File: src/rtl/x86alu_pkg.sv
// Shared types, codes and helper functions for the x86 integer ALU.
`timescale 1ns / 1ps

package x86alu_pkg;

  typedef enum logic [4:0] {
    CMD_MOV    = 5'd0,
    CMD_MOVZX  = 5'd1,
    CMD_MOVSXD = 5'd2,
    CMD_NOP    = 5'd3,
    CMD_ADD    = 5'd4,
    CMD_INC    = 5'd5,
    CMD_SUB    = 5'd6,
    CMD_CMP    = 5'd7,
    CMD_IMUL   = 5'd8,
    CMD_AND    = 5'd9,
    CMD_OR     = 5'd10,
    CMD_XOR    = 5'd11,
    CMD_TEST   = 5'd12,
    CMD_SHL    = 5'd13,
    CMD_SHR    = 5'd14,
    CMD_CDQE   = 5'd15,
    CMD_JMP    = 5'd16,
    CMD_JE     = 5'd17,
    CMD_JNE    = 5'd18,
    CMD_JBE    = 5'd19,
    CMD_JL     = 5'd20,
    CMD_JGE    = 5'd21,
    CMD_JLE    = 5'd22
  } cmd_t;

  typedef enum logic [2:0] {
    SZ_NONE  = 3'd0,
    SZ_BYTE  = 3'd1,
    SZ_WORD  = 3'd2,
    SZ_DWORD = 3'd3,
    SZ_QWORD = 3'd4
  } sz_t;

  localparam int FLAG_CF = 0;
  localparam int FLAG_PF = 1;
  localparam int FLAG_AF = 2;
  localparam int FLAG_ZF = 3;
  localparam int FLAG_SF = 4;
  localparam int FLAG_OF = 5;

  localparam logic [1:0] REG_CODE_B = 2'd0;
  localparam logic [1:0] REG_CODE_W = 2'd1;
  localparam logic [1:0] REG_CODE_D = 2'd2;
  localparam logic [1:0] REG_CODE_Q = 2'd3;

  localparam logic [7:0] RESET_CODE_B = 8'd98;
  localparam logic [7:0] RESET_CODE_W = 8'd119;
  localparam logic [7:0] RESET_CODE_D = 8'd100;
  localparam logic [7:0] RESET_CODE_Q = 8'd113;

  typedef struct packed {
    logic [7:0] code_b;
    logic [7:0] code_w;
    logic [7:0] code_d;
    logic [7:0] code_q;
  } cfg_t;

  // Execute stage result; for imul the product is summed in the next stage.
  typedef struct packed {
    logic [63:0] result;
    logic        wb;
    logic        taken;
    logic [5:0]  flags;
    logic        is_mul;
    logic [63:0] p_ll;
    logic [31:0] p_lh;
    logic [31:0] p_hl;
    logic [63:0] keep;
    logic [63:0] mask;
  } exec_t;

  function automatic sz_t decode_size(input logic [7:0] code, input cfg_t cfg);
    sz_t sz;
    if (code == cfg.code_q) sz = SZ_QWORD;
    else if (code == cfg.code_d) sz = SZ_DWORD;
    else if (code == cfg.code_w) sz = SZ_WORD;
    else if (code == cfg.code_b) sz = SZ_BYTE;
    else sz = SZ_NONE;
    return sz;
  endfunction

  function automatic logic [63:0] size_mask(input sz_t sz);
    logic [63:0] m;
    case (sz)
      SZ_QWORD: m = {64{1'b1}};
      SZ_DWORD: m = {32'd0, {32{1'b1}}};
      SZ_WORD:  m = {48'd0, {16{1'b1}}};
      default:  m = {56'd0, {8{1'b1}}};
    endcase
    return m;
  endfunction

  function automatic logic [63:0] size_sign(input sz_t sz);
    logic [63:0] s;
    case (sz)
      SZ_QWORD: s = 64'h8000_0000_0000_0000;
      SZ_DWORD: s = 64'h0000_0000_8000_0000;
      SZ_WORD:  s = 64'h0000_0000_0000_8000;
      default:  s = 64'h0000_0000_0000_0080;
    endcase
    return s;
  endfunction

  // Bits of the old destination that survive a sized write.
  function automatic logic [63:0] merge_keep(input sz_t sz, input logic is_reg);
    logic [63:0] k;
    if (sz == SZ_QWORD || (sz == SZ_DWORD && is_reg)) k = 64'd0;
    else k = ~size_mask(sz);
    return k;
  endfunction

  function automatic logic [63:0] merge(input logic [63:0] d, input logic [63:0] val,
                                        input sz_t sz, input logic is_reg);
    return (d & merge_keep(sz, is_reg)) | (val & size_mask(sz));
  endfunction

  function automatic logic [63:0] sext32(input logic [63:0] v);
    return {{32{v[31]}}, v[31:0]};
  endfunction

endpackage

File: src/rtl/x86alu_cfg_regs.sv
// APB-style size code registers.
`timescale 1ns / 1ps

module x86alu_cfg_regs (
  input  logic                clk,
  input  logic                rst,
  input  logic                psel,
  input  logic                penable,
  input  logic                pwrite,
  input  logic [3:0]          paddr,
  input  logic [31:0]         pwdata,
  output logic [31:0]         prdata,
  output logic                pready,
  output x86alu_pkg::cfg_t    cfg
);

  logic       wr_en;
  logic [1:0] idx;

  assign pready = 1'b1;
  assign idx    = paddr[3:2];
  assign wr_en  = psel && penable && pwrite && pready;

  always_ff @(posedge clk) begin
    if (rst) begin
      cfg.code_b <= x86alu_pkg::RESET_CODE_B;
      cfg.code_w <= x86alu_pkg::RESET_CODE_W;
      cfg.code_d <= x86alu_pkg::RESET_CODE_D;
      cfg.code_q <= x86alu_pkg::RESET_CODE_Q;
    end else if (wr_en) begin
      case (idx)
        x86alu_pkg::REG_CODE_B: cfg.code_b <= pwdata[7:0];
        x86alu_pkg::REG_CODE_W: cfg.code_w <= pwdata[7:0];
        x86alu_pkg::REG_CODE_D: cfg.code_d <= pwdata[7:0];
        x86alu_pkg::REG_CODE_Q: cfg.code_q <= pwdata[7:0];
        default: ;
      endcase
    end
  end

  always_comb begin
    case (idx)
      x86alu_pkg::REG_CODE_B: prdata = {24'd0, cfg.code_b};
      x86alu_pkg::REG_CODE_W: prdata = {24'd0, cfg.code_w};
      x86alu_pkg::REG_CODE_D: prdata = {24'd0, cfg.code_d};
      x86alu_pkg::REG_CODE_Q: prdata = {24'd0, cfg.code_q};
      default:                prdata = 32'd0;
    endcase
  end

endmodule

File: config.mk
export PLATFORM = sky130hd
export DESIGN_NAME = x86alu_cfg_regs
export DESIGN_NICKNAME = d
export VERILOG_FILES = /design/src/rtl/x86alu_pkg.sv /design/src/rtl/x86alu_cfg_regs.sv
export SDC_FILE = /design/constraint.sdc
export NUM_CORES = 1
export LEC_CHECK = 0
export ABC_AREA = 1
export BUFFER_PORTS_ARGS = -buffer_cell sky130_fd_sc_hd__buf_4
export CAP_MARGIN = 0
export CORE_MARGIN = 2
export CORE_UTILIZATION = 42
export DETAILED_ROUTE_END_ITERATION = 16
export PLACE_DENSITY = 0.8
export SLEW_MARGIN = 10
export SYNTH_ARGS = -nofsm -noshare
export SYNTH_HDL_FRONTEND = slang
export SYNTH_SLANG_ARGS = --single-unit
File: constraint.sdc
create_clock -name clk -period 0.9 [get_ports clk]
set_input_delay 0.09 -clock clk [delete_from_list [all_inputs] [get_ports clk]]
set_output_delay 0.09 -clock clk [all_outputs]
set_load 0.01 [all_outputs]
==> tab_implementation.tex <==
\begin{tabular}{lr}
\hline
Metric & Value \\
\hline
\multicolumn{2}{l}{\textbf{Clock network}} \\
\quad Clk Latency, worst-skew pair & 0.30 ns \\
\quad H-tree level count & 2 \\
\quad Register clock-pin slew on the reported worst setup and hold paths & about 0.07 ns \\
\quad Master cell of the clock root buffer & sky130\_fd\_sc\_hd\_\_clkbuf\_8 \\
\quad Total clock buffers created by CTS & 5 \\
\quad CTS Sinks & 32 \\
\quad Clock Path Buffers & 2 \\
\quad Hold buffer count at cts & 0 \\
\quad Clock tree from TritonCTS & built \\
\multicolumn{2}{l}{\textbf{Routing}} \\
\quad First-pass detailed-route iteration total & 4 \\
\quad Routed WL & 5.47 mm \\
\quad DRC violations left & 0 \\
\quad Number of DRC violations after detailed-routing iteration 0 & between 100 and 150 \\
\quad Via-to-Cell Ratio & 4.81 \\
\quad WL/cell & 13.6 um \\
\quad Detail Route Antenna Nets & 0 \\
\quad Via count & 1937 \\
\multicolumn{2}{l}{\textbf{Die}} \\
\quad Full die area & 4400 um2 \\
\quad Die span in x & approximately 66 um \\
\quad Io pins & 106 \\
\quad Core Footprint & 3690 um2 \\
\quad Initial Util & about 44\% \\
\quad Placement row count & 22 \\
\quad Die Height & 66.4 um \\
\multicolumn{2}{l}{\textbf{STA}} \\
\quad RSZ-0062 raised after global routing & true \\
\quad Minimum setup slack in the final design & -0.172 ns \\
\quad Max Slew Vio Count & 0 \\
\quad Setup-violating endpoint count in the final report & 37 \\
\quad Share of the clock period used by the worst path after layout & 119\% \\
\quad Number of endpoints with negative hold slack in the final report & 0 \\
\quad Maximum operating frequency & 933 MHz \\
\quad Post-route minimum period & 1.07 ns \\
\quad Final sum of negative setup slack & -2.33 ns \\
\quad Setup skew after layout & 0 ns \\
\multicolumn{2}{l}{\textbf{Yosys}} \\
\quad Number of flops mapped to enable cells by yosys & 0 \\
\quad Synth Flop Type & sky130\_fd\_sc\_hd\_\_dfxtp\_1 \\
\quad Dominant cell type by area after synthesis & sky130\_fd\_sc\_hd\_\_dfxtp\_1 \\
\quad Library cell with the highest instance count after synthesis & sky130\_fd\_sc\_hd\_\_nand2\_1 \\
\quad Synthesized instance count & 249 \\
\quad Post-synthesis area per instance & $\sim$6.6 um2 \\
\quad Share of synthesized registers carrying an async set or reset & 0\% \\
\quad Flip-flop and latch count after synthesis & 32 \\
\quad Total standard cell area after synthesis & roughly 1600 um2 \\
\quad Distinct cells, synth & 12 \\
\quad Yosys warning count & 0 \\
\quad Share of Yosys cell area claimed by the top area cell type & 39.2\% \\
\quad Most frequent cells after synthesis & sky130\_fd\_sc\_hd\_\_nand2\_1, sky130\_fd\_sc\_hd\_\_nor2\_1, sky130\_fd\_sc\_hd\_\_nand3\_1 \\
\quad Largest cells by area after synthesis & sky130\_fd\_sc\_hd\_\_dfxtp\_1, sky130\_fd\_sc\_hd\_\_nand2\_1, sky130\_fd\_sc\_hd\_\_buf\_4 \\
\quad Register area share after synthesis & 39.2\% \\
\multicolumn{2}{l}{\textbf{Cells and area}} \\
\quad Max reg flops & 32 \\
\quad Core utilization of the finished layout & 74.6\% \\
\quad Synthesis-to-layout area growth & 68.5\% \\
\quad Layout cells sized above 1 & 45.9\% \\
\quad Registers with the highest flip-flop counts & cfg (32) \\
\quad Inserted Diodes & 0 \\
\quad Net total in the final layout & 395 \\
\quad Top register by number of flip-flops & cfg \\
\quad Post-Layout Cell Count & 403 \\
\multicolumn{2}{l}{\textbf{Power}} \\
\quad Overall Power & 3.29 mW \\
\quad Ratio of total power to cell area & 1190 nW/um2 \\
\quad VDD IR-drop max & 790 uV \\
\quad Pleak & approximately 1.4 nW \\
\multicolumn{2}{l}{\textbf{Critical path}} \\
\quad Register-to-register path setup slack & 0.03 ns \\
\quad WP data arrival & 0.98 ns \\
\quad Type of destination of the critical path & output pin \\
\quad Data required, critical path & 0.81 ns \\
\quad Element type at the critical path start & flip-flop \\
\quad Startpoint-to-endpoint class of the critical path & flip-flop to output pin \\
\quad CP max FO & 2 \\
\multicolumn{2}{l}{\textbf{Hold path}} \\
\quad Tightest Hold Check Type & input pin to flip-flop \\
\multicolumn{2}{l}{\textbf{Global route}} \\
\quad Via count of the first global-routing pass & 1816 \\
\quad Number of antenna violations at the first check in global routing & 0 \\
\quad Overflow left after global routing & 0 \\
\quad Largest net degree at the start of global routing & 33 \\
\quad Total routing resource utilization after global routing & 26.0\% \\
\quad Wire length of the first global-routing pass & 8.54 mm \\
\multicolumn{2}{l}{\textbf{Place}} \\
\quad Input/output buffers & 54 \\
\quad Detailed Place HPWL & 3.28 mm \\
\quad Final Wtd Congestion & 0.837 \\
\quad Number of instances in the placed design & 356 \\
\multicolumn{2}{l}{\textbf{Job}} \\
\quad \# Max-Cap Violations & 0 \\
\multicolumn{2}{l}{\textbf{Run status}} \\
\quad Result of the run & finished with violations \\
\quad Violations in the final reports & negative setup slack \\
\hline
\end{tabular}
[path summary, 6_finish.rpt]
check,to,cells after the start,start
setup / recovery,cfg[29],3,cfg[29]
hold / removal,cfg[16],3,pwdata[0]
setup reg to reg,cfg[29],4,cfg[29]
hold reg to reg,cfg[19],2,cfg[19]
[cell type report]
class | count | area, um2
repair buffers | 109 | 1050
fillers | 280 | 937
multi-input cells | 195 | 828
flip-flops and latches | 32 | 681
clock buffers | 6 | 82.6
well taps | 48 | 60.1
inverters | 11 | 41.3
clock inverters | 2 | 10.0
[timing repair]
action	CTS	global route
pin swaps	19	15
buffers inserted	29	10
cloned	0	0
setup endpoints to repair	12	37
gates resized for setup	86	13
[cell usage in the layout (no fill, tap or decap)]
cell	instances
sky130_fd_sc_hd__clkinv_2	2
sky130_fd_sc_hd__nor2_1	35
sky130_fd_sc_hd__clkbuf_8	6
sky130_fd_sc_hd__nand4_1	8
sky130_fd_sc_hd__dfxtp_2	32
sky130_fd_sc_hd__nand3_1	33
sky130_fd_sc_hd__inv_1	11
sky130_fd_sc_hd__nand2_2	9
sky130_fd_sc_hd__buf_12	1
sky130_fd_sc_hd__conb_1	25
sky130_fd_sc_hd__buf_4	50
sky130_fd_sc_hd__buf_6	58
sky130_fd_sc_hd__nor2_2	5
sky130_fd_sc_hd__nand2_1	80
[metal layers]
layer	GRT usage, %	share of wire (%)	wire (um)
met1	30.7	38	2070
met2	44.8	52	2830
met3	7.33	7.8	429
met4	8.93	2.6	140
met5	0	0	0
[worst max-delay path: stages, from the launching register on]
cell and delay [ns]:
sky130_fd_sc_hd__dfxtp_2 0.33, sky130_fd_sc_hd__buf_4 0.13, sky130_fd_sc_hd__buf_6 0.11, sky130_fd_sc_hd__buf_6 0.11
[report_power, final]
group,leakage [nW],switching (mW),internal [mW]
Clock,0.0510,0.571,0.610
Sequential,0.260,0.0258,1.45
Combinational,1.09,0.329,0.296
[cell families (layout without fill, tap and decap cells)]
logic type             after synthesis  in the layout  share of synthesized area (%)
other                                2             25                          0.460
DFF                                 32             32                           39.2
buffers and inverters               45            128                           16.7
and+or+nand+nor                    170            170                           43.6
[metrics by stage]
stage,worst slack [ns],hold slack (ns),cell area (um2)
after floorplan,0.110,0.216,1720
after detailed placement,-0.143,0.327,2090
after CTS,-0.142,0.0260,2640
after global routing,-0.220,0.0269,2750
final,-0.172,0.0174,2750
after global placement,-0.106,0.323,2090
Note: power is estimated with default switching activity, not from simulation.
