## src/rtl/x86alu_pkg.sv

```systemverilog
// Shared types, codes and helper functions for the x86 integer ALU.
`timescale 1ns / 1ps

package x86alu_pkg;

  typedef enum logic [4:0] {
    CMD_MOV    = 5'd0,
    CMD_MOVZX  = 5'd1,
    CMD_MOVSXD = 5'd2,
    CMD_NOP    = 5'd3,
    CMD_ADD    = 5'd4,
    CMD_INC    = 5'd5,
    CMD_SUB    = 5'd6,
    CMD_CMP    = 5'd7,
    CMD_IMUL   = 5'd8,
    CMD_AND    = 5'd9,
    CMD_OR     = 5'd10,
    CMD_XOR    = 5'd11,
    CMD_TEST   = 5'd12,
    CMD_SHL    = 5'd13,
    CMD_SHR    = 5'd14,
    CMD_CDQE   = 5'd15,
    CMD_JMP    = 5'd16,
    CMD_JE     = 5'd17,
    CMD_JNE    = 5'd18,
    CMD_JBE    = 5'd19,
    CMD_JL     = 5'd20,
    CMD_JGE    = 5'd21,
    CMD_JLE    = 5'd22
  } cmd_t;

  typedef enum logic [2:0] {
    SZ_NONE  = 3'd0,
    SZ_BYTE  = 3'd1,
    SZ_WORD  = 3'd2,
    SZ_DWORD = 3'd3,
    SZ_QWORD = 3'd4
  } sz_t;

  localparam int FLAG_CF = 0;
  localparam int FLAG_PF = 1;
  localparam int FLAG_AF = 2;
  localparam int FLAG_ZF = 3;
  localparam int FLAG_SF = 4;
  localparam int FLAG_OF = 5;

  localparam logic [1:0] REG_CODE_B = 2'd0;
  localparam logic [1:0] REG_CODE_W = 2'd1;
  localparam logic [1:0] REG_CODE_D = 2'd2;
  localparam logic [1:0] REG_CODE_Q = 2'd3;

  localparam logic [7:0] RESET_CODE_B = 8'd98;
  localparam logic [7:0] RESET_CODE_W = 8'd119;
  localparam logic [7:0] RESET_CODE_D = 8'd100;
  localparam logic [7:0] RESET_CODE_Q = 8'd113;

  typedef struct packed {
    logic [7:0] code_b;
    logic [7:0] code_w;
    logic [7:0] code_d;
    logic [7:0] code_q;
  } cfg_t;

  // Execute stage result; for imul the product is summed in the next stage.
  typedef struct packed {
    logic [63:0] result;
    logic        wb;
    logic        taken;
    logic [5:0]  flags;
    logic        is_mul;
    logic [63:0] p_ll;
    logic [31:0] p_lh;
    logic [31:0] p_hl;
    logic [63:0] keep;
    logic [63:0] mask;
  } exec_t;

  function automatic sz_t decode_size(input logic [7:0] code, input cfg_t cfg);
    sz_t sz;
    if (code == cfg.code_q) sz = SZ_QWORD;
    else if (code == cfg.code_d) sz = SZ_DWORD;
    else if (code == cfg.code_w) sz = SZ_WORD;
    else if (code == cfg.code_b) sz = SZ_BYTE;
    else sz = SZ_NONE;
    return sz;
  endfunction

  function automatic logic [63:0] size_mask(input sz_t sz);
    logic [63:0] m;
    case (sz)
      SZ_QWORD: m = {64{1'b1}};
      SZ_DWORD: m = {32'd0, {32{1'b1}}};
      SZ_WORD:  m = {48'd0, {16{1'b1}}};
      default:  m = {56'd0, {8{1'b1}}};
    endcase
    return m;
  endfunction

  function automatic logic [63:0] size_sign(input sz_t sz);
    logic [63:0] s;
    case (sz)
      SZ_QWORD: s = 64'h8000_0000_0000_0000;
      SZ_DWORD: s = 64'h0000_0000_8000_0000;
      SZ_WORD:  s = 64'h0000_0000_0000_8000;
      default:  s = 64'h0000_0000_0000_0080;
    endcase
    return s;
  endfunction

  // Bits of the old destination that survive a sized write.
  function automatic logic [63:0] merge_keep(input sz_t sz, input logic is_reg);
    logic [63:0] k;
    if (sz == SZ_QWORD || (sz == SZ_DWORD && is_reg)) k = 64'd0;
    else k = ~size_mask(sz);
    return k;
  endfunction

  function automatic logic [63:0] merge(input logic [63:0] d, input logic [63:0] val,
                                        input sz_t sz, input logic is_reg);
    return (d & merge_keep(sz, is_reg)) | (val & size_mask(sz));
  endfunction

  function automatic logic [63:0] sext32(input logic [63:0] v);
    return {{32{v[31]}}, v[31:0]};
  endfunction

endpackage

```

## src/rtl/x86alu_finish.sv

```systemverilog
// Product sum and final merge for imul; other results pass straight on.
`timescale 1ns / 1ps

module x86alu_finish (
  input  x86alu_pkg::exec_t ex,
  output logic [63:0]       result_value
);

  logic [63:0] prod;
  logic [31:0] cross_sum;

  always_comb begin
    cross_sum = ex.p_lh + ex.p_hl;
    prod      = ex.p_ll + {cross_sum, 32'd0};
    if (ex.is_mul) result_value = (ex.result & ex.keep) | (prod & ex.mask);
    else result_value = ex.result;
  end

endmodule

```

## config.mk

```make
export PLATFORM = sky130hd
export DESIGN_NAME = x86alu_finish
export DESIGN_NICKNAME = d
export VERILOG_FILES = /design/src/rtl/x86alu_pkg.sv /design/src/rtl/x86alu_finish.sv
export SDC_FILE = /design/constraint.sdc
export NUM_CORES = 1
export LEC_CHECK = 0
export BUFFER_PORTS_ARGS = -buffer_cell sky130_fd_sc_hd__buf_2
export CAP_MARGIN = 20
export CORE_AREA = 10 10 143 145
export DETAILED_ROUTE_END_ITERATION = 16
export DIE_AREA = 0 0 153 155
export PLACE_DENSITY_LB_ADDON = 0.25
export SYNTH_ARGS = -nofsm -noshare
export SYNTH_HDL_FRONTEND = slang
export SYNTH_SLANG_ARGS = --single-unit
export TNS_END_PERCENT = 50
```

## constraint.sdc

```tcl
create_clock -name vclk -period 5.7
set_input_delay 0.285 -clock vclk [all_inputs]
set_output_delay 0.285 -clock vclk [all_outputs]
set_load 0.01 [all_outputs]
```

==> results.txt, run 1 <==
Tmin final -> 5.36 ns
Top cells by area, synth -> ha_1 (18%), o21ai_0 (11%), nand2_1 (8.3%)
Site Rows -> 49
Grt ovf -> 0
Crit path setup slack, layout -> 0.342 ns
Hold Violations, Final -> 0
Met1 usage -> 0.226
Worst IR drop on VDD -> 0.0520 mV
Setup TNS -> 0 ns
Die ar. -> 23,700 µm²
Die Y -> 155 µm
Crit path required time -> 5.41 ns
Routed Antenna Nets -> 0
RSZ-0062 raised after global routing -> false
DR WL/cell -> 19.5 µm
Post-Synth Simple-Gate Area -> 0.278
Synth area leader -> ha_1
Compound-Gate Fraction of Synth Area -> 0.388
Initial DRC count -> 301
P_leak -> 3.43 nW
Seq cells -> 0
Core area -> 17,700 µm²
CP Capture Type -> primary output
Critical path class -> input pin to primary output
Residual DRC -> 0
Yosys top cell area share -> 0.184
Post-Syn Nets -> 1,098
Rel. slew slack -> 0.481
Largest net degree at the start of global routing -> 69
Outcome -> finished clean
Worst Hold Class -> input pin to primary output
CP Cell Sequence -> buf_2 -> ha_1 -> inv_1 -> fa_1 -> nand2b_1 -> a211o_1 -> a211oi_2 -> o2111ai_2 -> nor3b_4 -> o31ai_2 -> xor2_1 -> ha_1 -> nand3_1 -> nor2_1 -> a221o_1 -> a21o_1 -> a21o_1 -> o31ai_1 -> a21oi_1 -> o31ai_1 -> buf_2
Design area -> 6510 µm²
Top Ports -> 393
Synth Area in XOR/XNOR -> 0.0867
Post-DP HPWL -> 22,900 µm
Nets@finish -> 1,467
Initial antenna violation count -> 8
Met3 usage -> 0.0392
Hold-fix buffers at CTS -> 0
Slew @ Worst Pin -> 0.779 ns
CP arrival -> 5.07 ns
Final wirelength -> 25,500 µm
Multiplexer area fraction after synthesis -> 0.00461
Vias post-DR -> 6,490
Largest stage delay on the critical path -> 0.40 ns
Critical path's slowest cell -> fa_1
Post-synth cell types -> 58
Synth Area in Adders -> 0.194
Maxcap violations -> 0
Synthesis warning total -> 0
Sequential share of the synthesized area -> 0
Die X -> 153 µm
Mapped Area -> 4340 µm²
Final period utilization -> 0.940
Starting Density -> 0.246
Final core occ -> 0.369
Placer Congestion -> 0.947
Placed inst area -> 6500 µm²
GRT Overall Usage -> 0.194
Vias in the first global route -> 6,289
Critical path peak fanout -> 5
FF/Latch Area -> 0 µm²
Synthesized area per cell -> 6.18 µm²
Share of layout cells above drive strength 1 -> 0.373
CP startpoint kind -> input pin
Post-CTS setup buffers -> 0
Slew Viols, Final -> 0
Port Buf Inserts -> 385
GR met2 Demand/Resource -> 0.362
Post-synthesis cell count -> 703
Via density -> 4.98
Max Clk Rate -> 187 MHz
Busiest grt layer -> met2
Area Growth Syn to Fin -> 49.9%
Global-route wire length before repair -> 37,100 µm
Clock buffer count -> 0
DP Worst Slack -> 0.442 ns
Combinational family with the most area after synthesis -> compound AO/OA/AOI/OAI gates
TritonRoute pass-1 iters -> 5
Final setup fails -> 0
Pwr dens -> 151 nW/µm²
-- cells in the mapped netlist (7+ instances only) --
cell	count
o21ai_0	94
a21o_1	14
o21bai_1	9
o31ai_1	11
nand2_1	96
inv_1	35
ha_1	64
nor2b_1	9
nor3_1	15
nand2b_1	8
clkbuf_1	16
a211oi_1	8
o21ai_1	21
xor2_1	18
xnor2_1	25
nor2_1	43
o21a_1	13
nand4_1	9
nand3_1	51
a21oi_1	68
and3_1	7
-- where the power goes --
part / leakage (nW) / total [W] / switching [W] / internal, W
sequential: 0 / 0 / 0 / 0
combinational: 3.43 / 0.000986 / 0.000564 / 0.000421
clock: 0.0000254 / 0.0000000000940 / 0 / 0.0000000000940
total: 3.43 / 0.000986 / 0.000564 / 0.000421
-- logic make-up after synthesis --
kind of cell / after synthesis
xor gates and xnor gates: 43
muxes: 2
AOI/OAI and AO/OA: 278
adders and majority gates: 66
buffers and inverters: 56
and+or+nand+nor: 258
-- placed cells by master (no fill, tap or decap), types with 21 or more instances in the layout --
master / n
ha_1: 64
buf_2: 385
nand2_1: 96
xnor2_1: 25
a21oi_1: 67
inv_1: 35
o21ai_1: 21
nor2_1: 43
o21ai_0: 94
nand3_1: 51
-- timing repair --
action,CTS,global route
endpoints found under the setup margin,0,1
hold endpoints to repair,0,0
gates resized for setup,0,1
-- layout make-up --
cell class,instances,area (µm²)
well taps,229,287
repair buffers,387,1940
diodes,4,10.0
inverters,36,135
multi-input cells,647,4140
fillers,1998,11100
-- per-layer routing --
layer / routed length, µm / vias up
li1: - / 3341
met1: 10100 / 2852
met2: 13100 / 261
met3: 1840 / 30
met4: 422 / 6
met5: 45 / -
-- critical path, delay by kind of cell --
family,cells,cell delay (ns)
AOI/OAI and AO/OA,10,2.63
adders and majority gates,3,0.93
and+or+nand+nor,4,0.64
buffers and inverters,3,0.34
xor gates and xnor gates,1,0.21
-- path summary, 6_finish.rpt --
kind / slack (ns) / endpoint / cells past startpoint / start
min: 0.88 / result_value[12] / 4 / ex[76]
max: 0.34 / result_value[61] / 21 / ex[128]
-- through the flow --
stage / power (W) / hold slack, ns / std cells
detailed placement: 0.000982 / 0.878 / 1299
global placement: 0.000980 / 0.875 / 1299
floorplan: 0.000636 / 0.705 / 703
global route: 0.00110 / 0.891 / 1303
CTS: 0.000987 / 0.879 / 1299
finish: 0.000986 / 0.881 / 1303
Power figures use the tool's default switching activity.
==> inputs of run 2 (changes only) <==
--- a/config.mk
+++ b/config.mk
@@ -10,6 +10,7 @@
 export CORE_AREA = 10 10 143 145
 export DETAILED_ROUTE_END_ITERATION = 16
 export DIE_AREA = 0 0 153 155
+export GPL_TIMING_DRIVEN = 0
 export PLACE_DENSITY_LB_ADDON = 0.25
 export SYNTH_ARGS = -nofsm -noshare
 export SYNTH_HDL_FRONTEND = slang
==> results.txt, run 2 (same netlist as run 1, synthesis figures left out) <==
Maxcap violations -> 0 (unchanged)
CP startpoint kind -> input pin
Pwr dens -> 152 nW/µm² (+0.16%)
Critical path peak fanout -> 5 (unchanged)
RSZ-0062 raised after global routing -> false
Via density -> 5.05 (+1.4%)
Hold Violations, Final -> 0 (unchanged)
CP arrival -> 5.00 ns (-0.07 ns)
Slew Viols, Final -> 0 (unchanged)
TritonRoute pass-1 iters -> 4 (-1)
Port Buf Inserts -> 385 (unchanged)
Site Rows -> 49 (unchanged)
Tmin final -> 5.28 ns (-0.0758 ns)
Area Growth Syn to Fin -> 51.9%
Post-CTS Resized -> 0 (unchanged)
Crit path setup slack, layout -> 0.418 ns (+0.0758 ns)
Routed Antenna Nets -> 0 (unchanged)
Most common cell after layout, fill and taps aside -> buf_2
Grt ovf -> 0 (unchanged)
Multi-input gate area -> 4150 µm² (+0.39%)
Residual DRC -> 0 (unchanged)
Crit path required time -> 5.41 ns (about the same)
Largest stage delay on the critical path -> 0.40 ns (about the same)
Initial antenna violation count -> 11 (+3)
Vias in the first global route -> 6,669 (+6.0%)
Die X -> 153 µm (unchanged)
Nets@finish -> 1,485 (+1.2%)
DP Worst Slack -> 0.282 ns (-0.161 ns)
Worst IR drop on VDD -> 0.0565 mV (+8.7%)
Post-CTS setup buffers -> 0 (unchanged)
Outcome -> finished clean
Die ar. -> 23,700 µm² (unchanged)
Share of layout cells above drive strength 1 -> 0.366 (-0.00709)
Largest net degree at the start of global routing -> 11 (-84%)
Post-DP HPWL -> 24,200 µm (+5.9%)
Most frequent cells in the layout -> buf_2 (385), nand2_1 (96), o21ai_0 (94), a21oi_1 (66), ha_1 (64)
Initial DRC count -> 359 (+19%)
Placer Congestion -> 0.947 (about the same)
Global-route wire length before repair -> 39,500 µm (+6.4%)
Final wirelength -> 27,000 µm (+5.9%)
Die Y -> 155 µm (unchanged)
Rel. slew slack -> 0.482 (+0.00122)
Final setup fails -> 0 (unchanged)
Final period utilization -> 0.927 (-0.0133)
GRT Overall Usage -> 0.207 (+0.0138)
Starting Density -> 0.246 (unchanged)
CP Cell Sequence -> buf_2 -> ha_1 -> inv_1 -> fa_1 -> nand2b_1 -> a211o_1 -> a211oi_4 -> o2111ai_2 -> nor3b_4 -> o31ai_2 -> xor2_1 -> ha_1 -> nand3_1 -> nor2_1 -> a221o_1 -> a21o_1 -> a21o_1 -> o31ai_1 -> a21oi_1 -> o31ai_2 -> buf_2
Vias post-DR -> 6,693 (+3.1%)
Slew @ Worst Pin -> 0.777 ns (-0.00182 ns)
Clock buffer count -> 0 (unchanged)
Seq cells -> 0 (unchanged)
Max Clk Rate -> 189 MHz (+1.4%)
Top Ports -> 393 (unchanged)
Core area -> 17,700 µm² (unchanged)
Hold-fix buffers at CTS -> 0 (unchanged)
P_leak -> 3.44 nW (+0.38%)
Fill count -> 2,033 (+1.8%)
Setup TNS -> 0 ns (unchanged)
Critical path's slowest cell -> fa_1
Critical path class -> input pin to primary output
CP Capture Type -> primary output
Worst Hold Class -> input pin to primary output
FF/Latch Area -> 0 µm² (unchanged)
DR WL/cell -> 20.4 µm (+4.1%)
[run 2: through the flow]
| step | std cells | utilization | total power (W) | hold WS, ns | instance area (µm²) |
|---|---|---|---|---|---|
| finish | 1325 | 0.374 | 0.00100 | 0.879 | 6600 |
| floorplan | 703 | - | 0.000636 | 0.705 | 4340 |
| CTS | 1317 | 0.371 | 0.000996 | 0.882 | 6560 |
| global route | 1324 | 0.373 | 0.00112 | 0.908 | 6590 |
| detailed placement | 1317 | 0.371 | 0.000990 | 0.883 | 6560 |
| global placement | 1317 | 0.371 | 0.000989 | 0.875 | 6560 |
[run 2: worst paths after layout]
path | startpoint | endpoint | slack (ns) | cells after the start
max | ex[128] | result_value[61] | 0.42 | 21
min | ex[67] | result_value[3] | 0.88 | 4
[run 2: report_power, final]
group	total, W	internal, W	switching [W]
clock	0.000000000188	0.000000000188	0
combinational	0.00100	0.000422	0.000578
sequential	0	0	0
total	0.00100	0.000422	0.000578
[run 2: routing by layer]
metal | vias up | routed length, µm | track usage
met2 | 281 | 13800 | 0.380
li1 | 3372 | - | -
met3 | 28 | 2030 | 0.0389
met4 | 6 | 640 | 0.0590
met1 | 3006 | 10500 | 0.240
met5 | - | 40 | 0
[run 2: critical path, delay by kind of cell]
kind,cells,cell delay [ns]
buffers and inverters,3,0.34
and+or+nand+nor,4,0.62
adders and majority gates,3,0.95
AOI/OAI and AO/OA,10,2.58
xor gates and xnor gates,1,0.23
[run 2: cell type report]
cell class                 count  share of cell area
antenna                        8             0.00303
buffer                        20              0.0114
inverter                      36              0.0205
multi-input combinational    647               0.630
tap                          229              0.0434
timing repair buffer         385               0.292
==> inputs of run 3 (changes only) <==
--- a/config.mk
+++ b/config.mk
@@ -7,9 +7,11 @@
 export LEC_CHECK = 0
 export BUFFER_PORTS_ARGS = -buffer_cell sky130_fd_sc_hd__buf_2
 export CAP_MARGIN = 20
-export CORE_AREA = 10 10 143 145
+export CELL_PAD_IN_SITES_DETAIL_PLACEMENT = 1
+export CELL_PAD_IN_SITES_GLOBAL_PLACEMENT = 1
+export CORE_MARGIN = 10
+export CORE_UTILIZATION = 24
 export DETAILED_ROUTE_END_ITERATION = 16
-export DIE_AREA = 0 0 153 155
 export GPL_TIMING_DRIVEN = 0
 export PLACE_DENSITY_LB_ADDON = 0.25
 export SYNTH_ARGS = -nofsm -noshare
==> results.txt, run 3 (same netlist as run 1, synthesis figures left out) <==
Worst Hold Path EP -> result_value[4]
RSZ-0062 raised after global routing -> false
Largest net degree at the start of global routing -> 11 (unchanged)
Outcome -> finished clean
Hold Violations, Final -> 0 (unchanged)
Hold-fix buffers at CTS -> 0 (unchanged)
DR WL/cell -> 21.5 µm (+5.8%)
Multi-input gate area -> 4150 µm² (about the same)
Core area -> 17,900 µm² (+1.4%)
Max Clk Rate -> 188 MHz (-0.48%)
Slew @ Worst Pin -> 0.731 ns (-0.0462 ns)
P_leak -> 3.44 nW (about the same)
Share of layout cells above drive strength 1 -> 0.366 (unchanged)
Grt ovf -> 0 (unchanged)
CP top delay family -> compound AO/OA/AOI/OAI gates
Vias in the first global route -> 6,723 (+0.81%)
Critical path peak fanout -> 5 (unchanged)
Maxcap violations -> 0 (unchanged)
Tmin final -> 5.31 ns (+0.0253 ns)
CP startpoint -> ex[160]
Starting Density -> 0.243 (-0.00337)
Critical path's slowest cell -> fa_1
Seq cells -> 0 (unchanged)
Area Growth Syn to Fin -> 51.7%
Residual DRC -> 0 (unchanged)
Pwr dens -> 154 nW/µm² (+1.8%)
Largest stage delay on the critical path -> 0.39 ns (about the same)
Final wirelength -> 28,400 µm (+5.4%)
Vias post-DR -> 6,676 (-0.25%)
CP Capture Type -> primary output
TritonRoute pass-1 iters -> 4 (unchanged)
Slew Viols, Final -> 0 (unchanged)
Initial DRC count -> 233 (-35%)
Post-CTS Resized -> 0 (unchanged)
Most frequent cells in the layout -> buf_2 (385), nand2_1 (96), o21ai_0 (94), a21oi_1 (67), ha_1 (64)
Clock buffer count -> 0 (unchanged)
Critical path buffers and inverters -> 3 (unchanged)
Post-CTS setup buffers -> 0 (unchanged)
Initial antenna violation count -> 4 (-7)
Critical path class -> input pin to primary output
Nets@finish -> 1,485 (unchanged)
Placed inst area -> 6560 µm² (unchanged)
Port Buf Inserts -> 385 (unchanged)
FF/Latch Area -> 0 µm² (unchanged)
Routed Antenna Nets -> 0 (unchanged)
Top Ports -> 393 (unchanged)
Placer Congestion -> 0.900 (-4.9%)
Rel. slew slack -> 0.513 (+0.0308)
Design area -> 6590 µm² (-0.13%)
Worst Hold Class -> input pin to primary output
Site Rows -> 49 (unchanged)
Fill count -> 2,501 (+23%)
GRT Overall Usage -> 0.214 (+0.00696)
Hold Path Depth -> 4 (unchanged)
Setup TNS -> 0 ns (unchanged)
Worst IR drop on VDD -> 0.0417 mV (-26%)
CP startpoint kind -> input pin
Final period utilization -> 0.931 (+0.00444)
Die X -> 155 µm (+0.99%)
Post-DP HPWL -> 25,600 µm (+5.9%)
Die ar. -> 23,900 µm² (+0.68%)
Die Y -> 155 µm (-0.31%)
Most common cell after layout, fill and taps aside -> buf_2
Crit path required time -> 5.41 ns (about the same)
Global-route wire length before repair -> 40,900 µm (+3.5%)
CP Cell Sequence -> buf_2 -> ha_1 -> inv_1 -> fa_1 -> nand2b_1 -> a211o_1 -> a211oi_4 -> o2111ai_2 -> nor3b_4 -> o31ai_1 -> a21oi_1 -> xnor2_1 -> ha_1 -> a21oi_1 -> o21bai_1 -> a221o_1 -> a21o_1 -> a21o_1 -> nor3b_1 -> nor3_1 -> o31ai_1 -> buf_2
Final setup fails -> 0 (unchanged)
Via density -> 5.05 (about the same)
CP arrival -> 5.02 ns (+0.02 ns)
Worst hold start -> ex[68]
-- run 3: cell types whose count changed in the layout (fill, tap and decap cells not counted) --
cell     change
o31ai_2      +1
a21oi_2      -1
o31ai_1      -1
a21oi_1      +1
diode_2      -4
-- run 3: how the worst max path moves through the flow --
stage	slack [ns]	endpoint	cells past startpoint
global route	0.08	result_value[61]	23
finish	0.39	result_value[63]	22
floorplan	1.09	result_value[61]	20
global placement	0.40	result_value[61]	22
detailed placement	0.35	result_value[61]	22
CTS	0.31	result_value[61]	22
-- run 3: final cells by class --
type,count,share of cell area
inverters,36,0.0205
repair buffers,385,0.292
multi-input cells,647,0.631
diodes,4,0.00152
plain buffers,20,0.0114
well taps,229,0.0435
-- run 3: stage by stage --
step	setup slack (ns)	util	std cells	hold WS (ns)	power [W]
final	0.393	0.368	1321	0.880	0.00102
after global routing	0.0782	0.368	1319	0.900	0.00113
after CTS	0.311	0.366	1317	0.883	0.00101
after detailed placement	0.353	0.366	1317	0.883	0.00101
after global placement	0.402	0.366	1317	0.875	0.000999
after floorplan	1.09	-	703	0.705	0.000636
-- run 3: report_power, final --
group / switching [W] / total [W] / internal, W / leakage [nW]
registers: 0 / 0 / 0 / 0
clock network: 0 / 0.0000000000904 / 0.0000000000904 / 0.0000254
logic: 0.000594 / 0.00102 / 0.000423 / 3.44
total: 0.000594 / 0.00102 / 0.000423 / 3.44
-- run 3: routing by layer --
metal,up-vias,share of wire,global-route usage
met3,8,0.057,0.0341
li1,3380,-,-
met5,-,0.00070,0
met1,3095,0.41,0.254
met4,2,0.0050,0.0189
met2,191,0.52,0.406
